--- src/design/ilt_pkg.sv ---
package ilt_pkg;

  localparam int unsigned WORD_W   = 32;
  localparam int unsigned REQ_W    = 4;
  localparam int unsigned POS_W    = 7;
  localparam int unsigned STATUS_W = 3;
  localparam int unsigned FPOS_W   = 6;
  localparam int unsigned LEN_W    = 7;

  typedef enum logic [REQ_W-1:0] {
    REQ_APPEND    = 4'd0,
    REQ_INSERT    = 4'd1,
    REQ_OVERWRITE = 4'd2,
    REQ_GET       = 4'd3,
    REQ_REMOVE    = 4'd4,
    REQ_POP       = 4'd5,
    REQ_SEARCH    = 4'd6,
    REQ_CONTAINS  = 4'd7,
    REQ_CLEAR     = 4'd8
  } req_e;

  typedef enum logic [STATUS_W-1:0] {
    ST_OK        = 3'd0,
    ST_BAD_POS   = 3'd1,
    ST_NULL      = 3'd2,
    ST_FULL      = 3'd3,
    ST_NOT_FOUND = 3'd4,
    ST_EMPTY     = 3'd5
  } status_e;

  typedef struct packed {
    logic [STATUS_W-1:0] status;
    logic [WORD_W-1:0]   read_value;
    logic                found;
    logic [FPOS_W-1:0]   found_position;
    logic [LEN_W-1:0]    list_length;
  } res_t;

endpackage

--- src/design/ilt_store.sv ---
module ilt_store #(
  parameter int unsigned DEPTH = 64,
  parameter int unsigned AW    = $clog2(DEPTH)
) (
  input  logic                      clk_i,
  input  logic                      we_i,
  input  logic [AW-1:0]             waddr_i,
  input  logic [ilt_pkg::WORD_W-1:0] wdata_i,
  input  logic                      re_i,
  input  logic [AW-1:0]             raddr_i,
  output logic [ilt_pkg::WORD_W-1:0] rdata_o
);

  logic [ilt_pkg::WORD_W-1:0] mem [DEPTH];
  logic [ilt_pkg::WORD_W-1:0] rdata_q;

  always_ff @(posedge clk_i) begin
    if (we_i) begin
      mem[waddr_i] <= wdata_i;
    end
  end

  always_ff @(posedge clk_i) begin
    if (re_i) begin
      rdata_q <= mem[raddr_i];
    end
  end

  assign rdata_o = rdata_q;

endmodule

--- src/design/ilt_seq.sv ---
module ilt_seq #(
  parameter int unsigned DEPTH = 64,
  parameter int unsigned AW    = $clog2(DEPTH),
  parameter int unsigned LW    = $clog2(DEPTH + 1)
) (
  input  logic                         clk_i,
  input  logic                         rst_ni,
  input  logic                         in_valid_i,
  output logic                         in_stall_o,
  input  logic [ilt_pkg::REQ_W-1:0]    req_i,
  input  logic [ilt_pkg::POS_W-1:0]    pos_i,
  input  logic [ilt_pkg::WORD_W-1:0]   val_i,
  output logic                         res_valid_o,
  input  logic                         res_ready_i,
  output ilt_pkg::res_t                res_o,
  output logic                         we_o,
  output logic [AW-1:0]                waddr_o,
  output logic [ilt_pkg::WORD_W-1:0]   wdata_o,
  output logic                         re_o,
  output logic [AW-1:0]                raddr_o,
  input  logic [ilt_pkg::WORD_W-1:0]   rdata_i
);

  localparam int unsigned PW = (LW > ilt_pkg::POS_W) ? LW : ilt_pkg::POS_W;

  typedef enum logic [6:0] {
    S_IDLE = 7'b0000001,
    S_GET  = 7'b0000010,
    S_UP   = 7'b0000100,
    S_INS  = 7'b0001000,
    S_DOWN = 7'b0010000,
    S_SRCH = 7'b0100000,
    S_DONE = 7'b1000000
  } state_e;

  state_e                        state_q, state_d;
  logic [LW-1:0]                 len_q, len_d;
  logic [LW-1:0]                 idx_q, idx_d;
  logic [LW-1:0]                 pos_q, pos_d;
  logic [ilt_pkg::WORD_W-1:0]    val_q, val_d;
  logic [ilt_pkg::REQ_W-1:0]     op_q, op_d;
  logic [ilt_pkg::STATUS_W-1:0]  status_q, status_d;
  logic [ilt_pkg::WORD_W-1:0]    readv_q, readv_d;
  logic                          found_q, found_d;
  logic [ilt_pkg::FPOS_W-1:0]    fpos_q, fpos_d;

  logic                          val_null;
  logic                          full;
  logic [PW-1:0]                 pos_w;
  logic [PW-1:0]                 len_w;
  logic [LW-1:0]                 pos_in;
  logic [LW-1:0]                 pos_in_nx;
  logic [LW-1:0]                 pos_q_nx;
  logic [LW-1:0]                 len_m1;
  logic [LW-1:0]                 idx_m1;
  logic [LW-1:0]                 idx_m2;
  logic [LW-1:0]                 idx_p1;
  logic [LW:0]                   idx_p2;

  assign val_null  = (val_i == '0);
  assign full      = (len_q == LW'(DEPTH));
  assign pos_w     = PW'(pos_i);
  assign len_w     = PW'(len_q);
  assign pos_in    = LW'(pos_i);
  assign pos_in_nx = pos_in + LW'(1);
  assign pos_q_nx  = pos_q + LW'(1);
  assign len_m1    = len_q - LW'(1);
  assign idx_m1    = idx_q - LW'(1);
  assign idx_m2    = idx_q - LW'(2);
  assign idx_p1    = idx_q + LW'(1);
  assign idx_p2    = {1'b0, idx_q} + (LW+1)'(2);

  always_comb begin
    state_d  = state_q;
    len_d    = len_q;
    idx_d    = idx_q;
    pos_d    = pos_q;
    val_d    = val_q;
    op_d     = op_q;
    status_d = status_q;
    readv_d  = readv_q;
    found_d  = found_q;
    fpos_d   = fpos_q;
    we_o     = 1'b0;
    waddr_o  = idx_q[AW-1:0];
    wdata_o  = rdata_i;
    re_o     = 1'b0;
    raddr_o  = '0;

    unique case (state_q)
      S_IDLE: begin
        if (in_valid_i) begin
          pos_d    = pos_in;
          val_d    = val_i;
          op_d     = req_i;
          status_d = ilt_pkg::ST_OK;
          readv_d  = '0;
          found_d  = 1'b0;
          fpos_d   = '0;
          state_d  = S_DONE;
          unique case (req_i)
            ilt_pkg::REQ_APPEND: begin
              if (val_null) begin
                status_d = ilt_pkg::ST_NULL;
              end else if (full) begin
                status_d = ilt_pkg::ST_FULL;
              end else begin
                we_o    = 1'b1;
                waddr_o = len_q[AW-1:0];
                wdata_o = val_i;
                len_d   = len_q + LW'(1);
              end
            end
            ilt_pkg::REQ_INSERT: begin
              if (val_null) begin
                status_d = ilt_pkg::ST_NULL;
              end else if (pos_w > len_w) begin
                status_d = ilt_pkg::ST_BAD_POS;
              end else if (full) begin
                status_d = ilt_pkg::ST_FULL;
              end else if (pos_w == len_w) begin
                we_o    = 1'b1;
                waddr_o = AW'(pos_i);
                wdata_o = val_i;
                len_d   = len_q + LW'(1);
              end else begin
                // Shift from the top down; the new word lands at the requested position.
                re_o    = 1'b1;
                raddr_o = len_m1[AW-1:0];
                idx_d   = len_q;
                state_d = S_UP;
              end
            end
            ilt_pkg::REQ_OVERWRITE: begin
              if (val_null) begin
                status_d = ilt_pkg::ST_NULL;
              end else if (pos_w >= len_w) begin
                status_d = ilt_pkg::ST_BAD_POS;
              end else begin
                we_o    = 1'b1;
                waddr_o = AW'(pos_i);
                wdata_o = val_i;
              end
            end
            ilt_pkg::REQ_GET, ilt_pkg::REQ_POP: begin
              if (pos_w >= len_w) begin
                status_d = ilt_pkg::ST_BAD_POS;
              end else begin
                re_o    = 1'b1;
                raddr_o = AW'(pos_i);
                state_d = S_GET;
              end
            end
            ilt_pkg::REQ_REMOVE: begin
              if (pos_w >= len_w) begin
                status_d = ilt_pkg::ST_BAD_POS;
              end else if (pos_in_nx < len_q) begin
                re_o    = 1'b1;
                raddr_o = pos_in_nx[AW-1:0];
                idx_d   = pos_in;
                state_d = S_DOWN;
              end else begin
                len_d = len_m1;
              end
            end
            ilt_pkg::REQ_SEARCH, ilt_pkg::REQ_CONTAINS: begin
              if (val_null) begin
                status_d = ilt_pkg::ST_NULL;
              end else if (len_q == '0) begin
                status_d = ilt_pkg::ST_NOT_FOUND;
              end else begin
                re_o    = 1'b1;
                raddr_o = '0;
                idx_d   = '0;
                state_d = S_SRCH;
              end
            end
            ilt_pkg::REQ_CLEAR: begin
              if (len_q == '0) begin
                status_d = ilt_pkg::ST_EMPTY;
              end else begin
                len_d = '0;
              end
            end
            default: begin
            end
          endcase
        end
      end
      S_GET: begin
        readv_d = rdata_i;
        state_d = S_DONE;
        if (op_q == ilt_pkg::REQ_POP) begin
          if (pos_q_nx < len_q) begin
            re_o    = 1'b1;
            raddr_o = pos_q_nx[AW-1:0];
            idx_d   = pos_q;
            state_d = S_DOWN;
          end else begin
            len_d = len_m1;
          end
        end
      end
      S_UP: begin
        // The read data is the word just below idx; the next read runs ahead.
        we_o    = 1'b1;
        waddr_o = idx_q[AW-1:0];
        wdata_o = rdata_i;
        if (idx_m1 > pos_q) begin
          re_o    = 1'b1;
          raddr_o = idx_m2[AW-1:0];
          idx_d   = idx_m1;
        end else begin
          state_d = S_INS;
        end
      end
      S_INS: begin
        we_o    = 1'b1;
        waddr_o = pos_q[AW-1:0];
        wdata_o = val_q;
        len_d   = len_q + LW'(1);
        state_d = S_DONE;
      end
      S_DOWN: begin
        we_o    = 1'b1;
        waddr_o = idx_q[AW-1:0];
        wdata_o = rdata_i;
        if (idx_p2 < {1'b0, len_q}) begin
          re_o    = 1'b1;
          raddr_o = idx_p2[AW-1:0];
          idx_d   = idx_p1;
        end else begin
          len_d   = len_m1;
          state_d = S_DONE;
        end
      end
      S_SRCH: begin
        if (rdata_i == val_q) begin
          found_d  = 1'b1;
          fpos_d   = ilt_pkg::FPOS_W'(idx_q);
          status_d = ilt_pkg::ST_OK;
          state_d  = S_DONE;
        end else if (idx_p1 < len_q) begin
          re_o    = 1'b1;
          raddr_o = idx_p1[AW-1:0];
          idx_d   = idx_p1;
        end else begin
          status_d = ilt_pkg::ST_NOT_FOUND;
          state_d  = S_DONE;
        end
      end
      S_DONE: begin
        if (res_ready_i) begin
          state_d = S_IDLE;
        end
      end
      default: begin
        state_d = S_IDLE;
      end
    endcase
  end

  always_ff @(posedge clk_i or negedge rst_ni) begin
    if (!rst_ni) begin
      state_q <= S_IDLE;
      len_q   <= '0;
    end else begin
      state_q <= state_d;
      len_q   <= len_d;
    end
  end

  always_ff @(posedge clk_i) begin
    idx_q    <= idx_d;
    pos_q    <= pos_d;
    val_q    <= val_d;
    op_q     <= op_d;
    status_q <= status_d;
    readv_q  <= readv_d;
    found_q  <= found_d;
    fpos_q   <= fpos_d;
  end

  assign in_stall_o  = (state_q != S_IDLE);
  assign res_valid_o = (state_q == S_DONE);

  assign res_o.status         = status_q;
  assign res_o.read_value     = readv_q;
  assign res_o.found          = found_q;
  assign res_o.found_position = fpos_q;
  assign res_o.list_length    = ilt_pkg::LEN_W'(len_q);

`ifndef SYNTHESIS
  a_len_bound: assert property (@(posedge clk_i) disable iff (!rst_ni)
    len_q <= LW'(DEPTH))
    else $error("list length beyond depth");

  a_up_range: assert property (@(posedge clk_i) disable iff (!rst_ni)
    (state_q == S_UP) |-> (idx_q > pos_q) && (idx_q <= len_q))
    else $error("shift-up index out of range");

  a_found_ok: assert property (@(posedge clk_i) disable iff (!rst_ni)
    (state_q == S_DONE && found_q) |-> (status_q == ilt_pkg::ST_OK))
    else $error("match reported with a failing status");

  a_len_step: assert property (@(posedge clk_i) disable iff (!rst_ni)
    (len_q != $past(len_q)) |->
      (len_q == $past(len_q) + LW'(1)) || (len_q == $past(len_q) - LW'(1)) ||
      (len_q == '0))
    else $error("list length moved by more than one entry");

  a_done_hold: assert property (@(posedge clk_i) disable iff (!rst_ni)
    (state_q == S_DONE && !res_ready_i) |=> (state_q == S_DONE))
    else $error("result dropped before the output register took it");
`endif

endmodule

--- src/design/indexed_list_table.sv ---
// Channel  Direction  Handshake                 Fields
// in       input      in_valid_i / in_stall_o   req_type_i, position_in_i, element_value_i
// out      output     out_valid_o / out_stall_i status_o, read_value_o, found_o,
//                                               found_position_o, list_length_out_o
//
// Append, overwrite, clear and rejected requests pass from idle straight to the done
// state, get through a store read first; insert, remove, pop and search walk the store
// one entry per cycle, as set by the single write and single registered read port.
// Reset clears the length and the sequencer; the store is not cleared, and no entry at
// or above the length is ever read. A new word is taken once the sequencer is idle,
// even while the previous result still waits under out_stall_i.
module indexed_list_table #(
  parameter int unsigned DEPTH = 64
) (
  input  logic                           clk_i,
  input  logic                           rst_ni,
  input  logic                           in_valid_i,
  output logic                           in_stall_o,
  input  logic [ilt_pkg::REQ_W-1:0]      req_type_i,
  input  logic [ilt_pkg::POS_W-1:0]      position_in_i,
  input  logic [ilt_pkg::WORD_W-1:0]     element_value_i,
  output logic                           out_valid_o,
  input  logic                           out_stall_i,
  output logic [ilt_pkg::STATUS_W-1:0]   status_o,
  output logic [ilt_pkg::WORD_W-1:0]     read_value_o,
  output logic                           found_o,
  output logic [ilt_pkg::FPOS_W-1:0]     found_position_o,
  output logic [ilt_pkg::LEN_W-1:0]      list_length_out_o
);

  localparam int unsigned AW = $clog2(DEPTH);
  localparam int unsigned LW = $clog2(DEPTH + 1);

  logic                       we;
  logic [AW-1:0]              waddr;
  logic [ilt_pkg::WORD_W-1:0] wdata;
  logic                       re;
  logic [AW-1:0]              raddr;
  logic [ilt_pkg::WORD_W-1:0] rdata;
  logic                       res_valid;
  logic                       res_ready;
  ilt_pkg::res_t              res;
  ilt_pkg::res_t              out_q;
  logic                       out_valid_q;

  ilt_store #(
    .DEPTH (DEPTH),
    .AW    (AW)
  ) u_store (
    .clk_i   (clk_i),
    .we_i    (we),
    .waddr_i (waddr),
    .wdata_i (wdata),
    .re_i    (re),
    .raddr_i (raddr),
    .rdata_o (rdata)
  );

  ilt_seq #(
    .DEPTH (DEPTH),
    .AW    (AW),
    .LW    (LW)
  ) u_seq (
    .clk_i       (clk_i),
    .rst_ni      (rst_ni),
    .in_valid_i  (in_valid_i),
    .in_stall_o  (in_stall_o),
    .req_i       (req_type_i),
    .pos_i       (position_in_i),
    .val_i       (element_value_i),
    .res_valid_o (res_valid),
    .res_ready_i (res_ready),
    .res_o       (res),
    .we_o        (we),
    .waddr_o     (waddr),
    .wdata_o     (wdata),
    .re_o        (re),
    .raddr_o     (raddr),
    .rdata_i     (rdata)
  );

  // The output register frees the sequencer as soon as a result is handed over.
  assign res_ready = !out_valid_q || !out_stall_i;

  always_ff @(posedge clk_i or negedge rst_ni) begin
    if (!rst_ni) begin
      out_valid_q <= 1'b0;
    end else if (res_ready) begin
      out_valid_q <= res_valid;
    end
  end

  always_ff @(posedge clk_i) begin
    if (res_ready && res_valid) begin
      out_q <= res;
    end
  end

  assign out_valid_o       = out_valid_q;
  assign status_o          = out_q.status;
  assign read_value_o      = out_q.read_value;
  assign found_o           = out_q.found;
  assign found_position_o  = out_q.found_position;
  assign list_length_out_o = out_q.list_length;

endmodule

--- config.mk ---
export PLATFORM = sky130hd
export DESIGN_NAME = indexed_list_table
export DESIGN_NICKNAME = d
export VERILOG_FILES = /design/src/design/ilt_pkg.sv /design/src/design/ilt_store.sv /design/src/design/ilt_seq.sv /design/src/design/indexed_list_table.sv
export SDC_FILE = /design/constraint.sdc
export NUM_CORES = 2
export LEC_CHECK = 0
export BUFFER_PORTS_ARGS = -buffer_cell sky130_fd_sc_hd__buf_2
export CAP_MARGIN = 20
export CORE_MARGIN = 3
export CORE_UTILIZATION = 31
export CTS_CLUSTER_SIZE = 8
export DETAILED_ROUTE_END_ITERATION = 8
export GPL_TIMING_DRIVEN = 0
export PLACE_DENSITY = 0.52
export SYNTH_ARGS = -nofsm -noshare
export SYNTH_HDL_FRONTEND = slang
export SYNTH_SLANG_ARGS = --single-unit
--- constraint.sdc ---
create_clock -name clk_i -period 6.35 [get_ports clk_i]
set_input_delay 1.27 -clock clk_i [delete_from_list [all_inputs] [get_ports clk_i]]
set_output_delay 1.27 -clock clk_i [all_outputs]
set_load 0.005 [all_outputs]
; ---- Word-level counts from Yosys, hierarchy flattened
; Memory sizes are Yosys's and may differ from the RTL's. A register that Yosys moved wholly into a read port is not among the register bits.
; Cells that the tools add are included.
; W data, S select, Z words.
[word_totals]
output_inout_bits = 51
regBits = 156
inputBits = 47
memories = 1
mem_bits_rw = 2048
[op_classes]
reduce_logical = 22
n_lt_le_gt_ge = 7
mux = 140
add_sub_neg = 8
n_eq_ne = 48
[mem_list]
columns = memory, words, word_bits, rd, rd_clocked_by_memory_dff, write_ports, line_no
row1 = u_store.mem, 64, 32, 1, 1, 1, ilt_store.sv:14  ; logic [ilt_pkg::WORD_W-1:0] mem [DEPTH];
[op_table]
columns = cell, count
row1 = $mux W32, 10
row2 = $mux W7, 44
row3 = $mux W6, 25
row4 = $pmux W32 S2, 2
row5 = $pmux W32 S3, 1
row6 = $pmux W7 S4, 3
row7 = $pmux W7 S7, 1
row8 = $pmux W6 S3, 2
row9 = $pmux W7 S5, 1
row10 = $ne A3 B3 Y1 const B, 11
row11 = $eq A32 B32 Y1, 1
row12 = $logic_not A32 Y1, 1
row13 = $mux W3, 10
row14 = $pmux W6 S5, 1
row15 = $mux W1, 29
row16 = $add A7 B1 Y7 const B, 4
row17 = $pmux W6 S2, 2
row18 = $lt A7 B7 Y1, 3
row19 = $pmux W7 S3, 1
row20 = $eq A4 B3 Y1 const B, 5
row21 = $pmux W3 S6, 1
row22 = $reduce_and A17 Y1, 1
row23 = $reduce_and A15 Y1, 1
row24 = $eq A7 B7 Y1 const B, 2
row25 = 41 further kinds, 63

; ---- Logic depth before layout (Yosys ltp)
[logic_depth]
depth_word = 10
mapped_depth = 22

; ---- Cells and area by module
; From an unflattened synthesis, not the netlist that was laid out.
[hier_totals]
hier_cells = 4323
hier_area_um2 = 88519.9
[modules_own_cells]
columns = mod, n_inst, cells_each, area_each_um2
row1 = ilt_store, 1, 3511, 79359.9
row2 = ilt_seq, 1, 759, 7641.1
row3 = indexed_list_table, 1, 53, 1519.0

; ---- Worst setup path after synthesis
; Ideal clock, no wire load.
[synth_timing]
path_type = input port to flip-flop
startpoint = input port position_in_i[0] in the netlist's numbering
endpoint = memory u_store.mem[6][0] in the netlist's numbering, enable pin
stages = 13
setup_time_ns = 0.461
t_arrival_ns = 6.114
required_time_ns = 5.889
setup_slack_ns = -0.224
cell_sequence = inv_1 -> ha_1 -> nand2b_1 -> a211o_1 -> a21o_1 -> clkbuf_1 -> a21oi_1 -> o21a_1 -> clkbuf_1 -> nor3b_1 -> a211oi_1 -> nand3_1 -> nor3_1
[synth_via]
elab_chain_len = 10
[synth_lines]
columns = item, line_no
row1 = start: declaration, indexed_list_table.sv:20  ; input logic [ilt_pkg::POS_W-1:0] position_in_i,
row2 = branches (longest 10 deep; another with $ge A7 B7 Y1), -
row3 = end: declaration, ilt_store.sv:14
; Several ways; the timed one is not identified.

; ---- Final worst setup path
[layout_timing]
startpoint = register u_seq.idx_q[0]
endpoint = register u_store.rdata_q (netlist bit u_store.rdata_o[3]) (read register of u_store.mem), data pin
[layout_via]
elab_chain_len = 5
[layout_lines]
columns = item, line_no
row1 = start: declaration, ilt_seq.sv:38  ; logic [LW-1:0] idx_q, idx_d;
row2 = start signal: assignment, ilt_seq.sv:274  ; idx_q <= idx_d;
row3 = $add A7 B1 Y7, ilt_seq.sv:70  ; assign idx_p1 = idx_q + LW'(1);
row4 = $lt A7 B7 Y1, ilt_seq.sv:243  ; end else if (idx_p1 < len_q) begin
row5 = $mux W6 or $mux W1 (tied branches), ilt_seq.sv:243
row6 = $mux W6 or $mux W1 (tied branches), ilt_seq.sv:238  ; if (rdata_i == val_q) begin
row7 = $pmux W6 S5 or $pmux W1 S5 (tied branches), ilt_seq.sv:90  ; unique case (state_q)
row8 = end: declaration, ilt_store.sv:15  ; logic [ilt_pkg::WORD_W-1:0] rdata_q;
; Parallel ways exist; a longest one is shown, timed or not.
; A chain may end at the register's enable or synchronous reset.

==> impl_results.md <==
- Core Util, Final: 38.73%
- VDD IR-drop max: 0.2976 mV
- Crit path max-delay cell type: nand4_1
- Pwr dens: ~330 nW/um2
- Syn avg cell area: about 14 um2
- Max Clk Rate: between 0.1 and 0.15 GHz
- RSZ-0062 raised after global routing: yes
- Post-synthesis adder-cell area fraction: less than 1%
- Initial antenna violation count: 30
- Reg-to-Reg Start: u_seq.idx_q[0]
- Starting DRT DRC Count: 11372
- Startpoint type of the worst setup path: flip-flop
- Routability cong.: around 0.99
- Worst R2R End: u_store.rdata_o[3]
- GRT Residual Overflow: 0
- LEAKAGE: 37.93 nW
- Pint: 27.32 mW
- Psw: 9.368 mW
- Final setup violation count: 14
- Maximum capacitance violations: 0
- Cell Chain, Critical Path: buf_2 -> inv_1 -> ha_1 -> nor3b_2 -> nand2_1 -> xnor2_1 -> ha_1 -> nand4_1 -> or2_2 -> and2_1 -> nand2_2 -> o221a_2 -> nand2_1 -> buf_2 -> buf_4 -> buf_4 -> buf_4 -> o2111ai_1 -> nand4_1 -> nor4_4 -> o22a_2 -> o2111ai_4
- Vias in the first global route: 58255
- Starting Density: a little under a third
- Max Slew Vio Count: 0
- Cell count of the worst reg-to-reg path: 22
- Post-synthesis mux area share: 4.309%
- Comb power frac: 11.2%
- Chip Width: ~540 um
- Critical Path Sink: u_store.rdata_o[3]
- Antenna Violating Nets Remaining: 0
- Slew headroom: 9.042%
- H-tree depth: 5
- Synth Area in Compound Gates: 8.803%
- Largest net degree at the start of global routing: 65
- Hpwl dp: 279000 um
- Via/cell ratio: 5.985
- Ys flop type: edfxtp_1
- Final WS setup: -0.3748 ns
- Clk pwr share: 42.2%
- CP Data Arrival Time: 7.31 ns
- Number of synthesized flops with an enable pin: 2221
- Leading post-synthesis cells by cell area: edfxtp_1 (75%), nand2_1 (4.8%), mux2i_1 (4.3%)
- CP required: 6.94 ns
- Drt pass-1 iters: 7
- Site row count: just under 200
- CTS Sinks: between 2000 and 2500
- Wire per inst: 37.49 um
- Worst Tran Pin Value: 1.364 ns
- First-pass GRT wire length: 526500 um
- Failing checks: negative setup slack
- Clk_skew: 0.07856 ns
- CP max stage delay: around 0.68 ns
- Post-route minimum period: 6.725 ns
- Async S/R FF share, synth: 0.6708%
- I/O Buffers: 97
- Post-Syn Nets: 6273
- Largest family of logic cells by synthesized area: compound AO/OA/AOI/OAI gates
- Sequential power share: between 40% and 50%
- Most frequent cell on the critical path: buf_4
- Synth Area in XOR/XNOR: 0.6266%
- Num CTS Buffers: 331
- Nets@finish: 7006
- Total GRT Usage: 26.40%
- Final period util: 105.9%
- Via Count: 64161
- Die ar.: 295000 um2
- Synth top area share: approximately three quarters
- Clock root cell: clkbuf_16
- Status: finished with violations
- Crit. End Element: flip-flop
- Yosys warning total: 0
- Clk slew on worst S/H paths: 0.06 ns
- Setup TNS: -0.9112 ns
- Type of the worst setup path: flip-flop to flip-flop
- Critical Path Start: u_seq.idx_q[0]
- Hold WC Path Type: input pin to asynchronous set/reset pin
- Hold-fix buffers at CTS: 0
- Core Footprint: 286200 um2
- Most frequent cells in the layout: edfxtp_1 (2221), nand2_1 (1096), a21oi_1 (497), mux2i_1 (381), clkbuf_16 (337)
- Yosys reg bits: 2236
- R2R setup slack: -0.37 ns
- Fraction of layout cells with a size suffix above 1: between 10% and 20%
- Clk buf depth: 4
- DRC: 0
- Final Hold Violating Endpoints: 0
- Final Power: 36.69 mW
- Simple-gate portion of the synthesized area: 8.763%
- Post-synth cell types: 83
- CP max FO: 10
- Area grow syn2layout: 23.90%
- Post-synth top area cell: edfxtp_1
- Die H: about 540 um
- TritonCTS clock tree: yes
- Mapped Area: around 90000 um2
- Register area share after synthesis: ~75%
- Switching share of power: 25.54%
- Drt total wl: 401900 um
- Most common cell after layout, fill and taps aside: edfxtp_1
- Syn Inst Count: 6178
- IO Pins: 98
- Later-pin clock latency in the skew report: 0.96 ns
[power groups by stage]
| stage | sequential (mW) | clock (mW) | combinational [mW] |
|---|---|---|---|
| after floorplan | 17.3 | 0 | 1.77 |
| after global placement | 17.5 | 0 | 3.47 |
| after detailed placement | 17.3 | 0 | 3.81 |
| after CTS | 17.1 | 15.5 | 3.92 |
| after global routing | 17.1 | 16.1 | 4.24 |
| final | 17.1 | 15.5 | 4.13 |
[worst min path at each step]
stage / slack (ns) / endpoint / start / cells past startpoint
2_1_floorplan: 0.40 / found_o / u_seq.found_q / 0
3_3_place_gp: 0.41 / found_o / u_seq.found_q / 0
3_5_place_dp: 0.40 / read_value_o[28] / u_seq.readv_q[28] / 0
4_1_cts: 0.27 / u_seq.len_q[5] / rst_ni / 1
5_1_grt: 0.30 / u_seq.len_q[5] / rst_ni / 1
6_report: 0.31 / u_seq.len_q[4] / rst_ni / 1
[critical path, delay by kind of cell, from the launching register on]
family | cells | cell delay (ns)
and+or+nand+nor | 9 | 2.71
buffers and inverters | 6 | 1.46
AOI/OAI and AO/OA | 4 | 0.98
adders and majority gates | 2 | 0.59
DFF | 1 | 0.43
xor gates and xnor gates | 1 | 0.16
[logic make-up (layout without fill, tap and decap cells)]
| family | Yosys count | after routing |
|---|---|---|
| mux | 385 | 385 |
| xor+xnor | 64 | 64 |
| flops | 2236 | 2236 |
| other cells | 0 | 20 |
| buf+inv | 406 | 1166 |
| simple gates | 1788 | 1788 |
| compound gates | 1251 | 1251 |
| fa+ha+maj | 48 | 48 |
[registers in the layout, indices dropped and copies added, names as in the netlist, 4 cells and up]
name               flops
u_store.mem         2048
read_value_o          32
u_seq.readv_q         32
u_seq.val_q           32
u_store.rdata_o       32
list_length_out_o      7
u_seq.idx_q            7
u_seq.len_q            7
u_seq.pos_q            7
u_seq.state_q          7
found_position_o       6
u_seq.fpos_q           6
u_seq.op_q             4
[cell type report]
class	instances	area, um2
multi-input cells	3536	22440
diodes	20	50.05
fillers	26335	175400
plain buffers	369	2223
clock buffers	347	8471
well taps	3762	4707
flip-flops and latches	2236	67070
clock inverters	13	153.9
repair buffers	410	5615
inverters	27	101.3
[cell usage after synthesis, types with 18 or more instances]
cell and n:
a211oi_1 68, a21oi_1 504, a22oi_1 204, a311oi_1 23
a31oi_1 58, and3_1 102, buf_1 52, buf_2 95
clkbuf_1 229, edfxtp_1 2221, ha_1 48, inv_1 27
mux2i_1 384, nand2_1 1134, nand3_1 178, nand4_1 18
nor2_1 123, nor3_1 86, nor4_1 53, o2111ai_1 26
o21ai_0 73, o22ai_1 171, or3_1 22, xnor2_1 23
xor2_1 41
[per-stage QoR]
stage | hold slack (ns) | instances | cell area, um2 | setup slack [ns]
floorplan | 0.4003 | 6178 | 89470 | 0.6321
global placement | 0.4090 | 10037 | 94670 | -4.254
detailed placement | 0.4045 | 10246 | 99400 | -2.628
CTS | 0.2716 | 10664 | 109900 | 0.001945
global route | 0.3034 | 10705 | 110800 | -0.1610
finish | 0.3070 | 10720 | 110800 | -0.3748
[routing by layer]
layer	track usage [%]	vias up	routed length (um)
met5	0.7468	-	649
met3	10.30	1167	57960
li1	-	25127	-
met4	13.99	16	26170
met2	37.93	5225	168000
met1	34.19	32626	149100
[timing repair]
action	4_1_cts	5_1_grt
gates cloned	0	1
setup buffers	65	32
resized for setup	412	214
endpoints found under the setup margin	1439	1257
pin swaps	33	29
(Power assumes the default switching activity.)
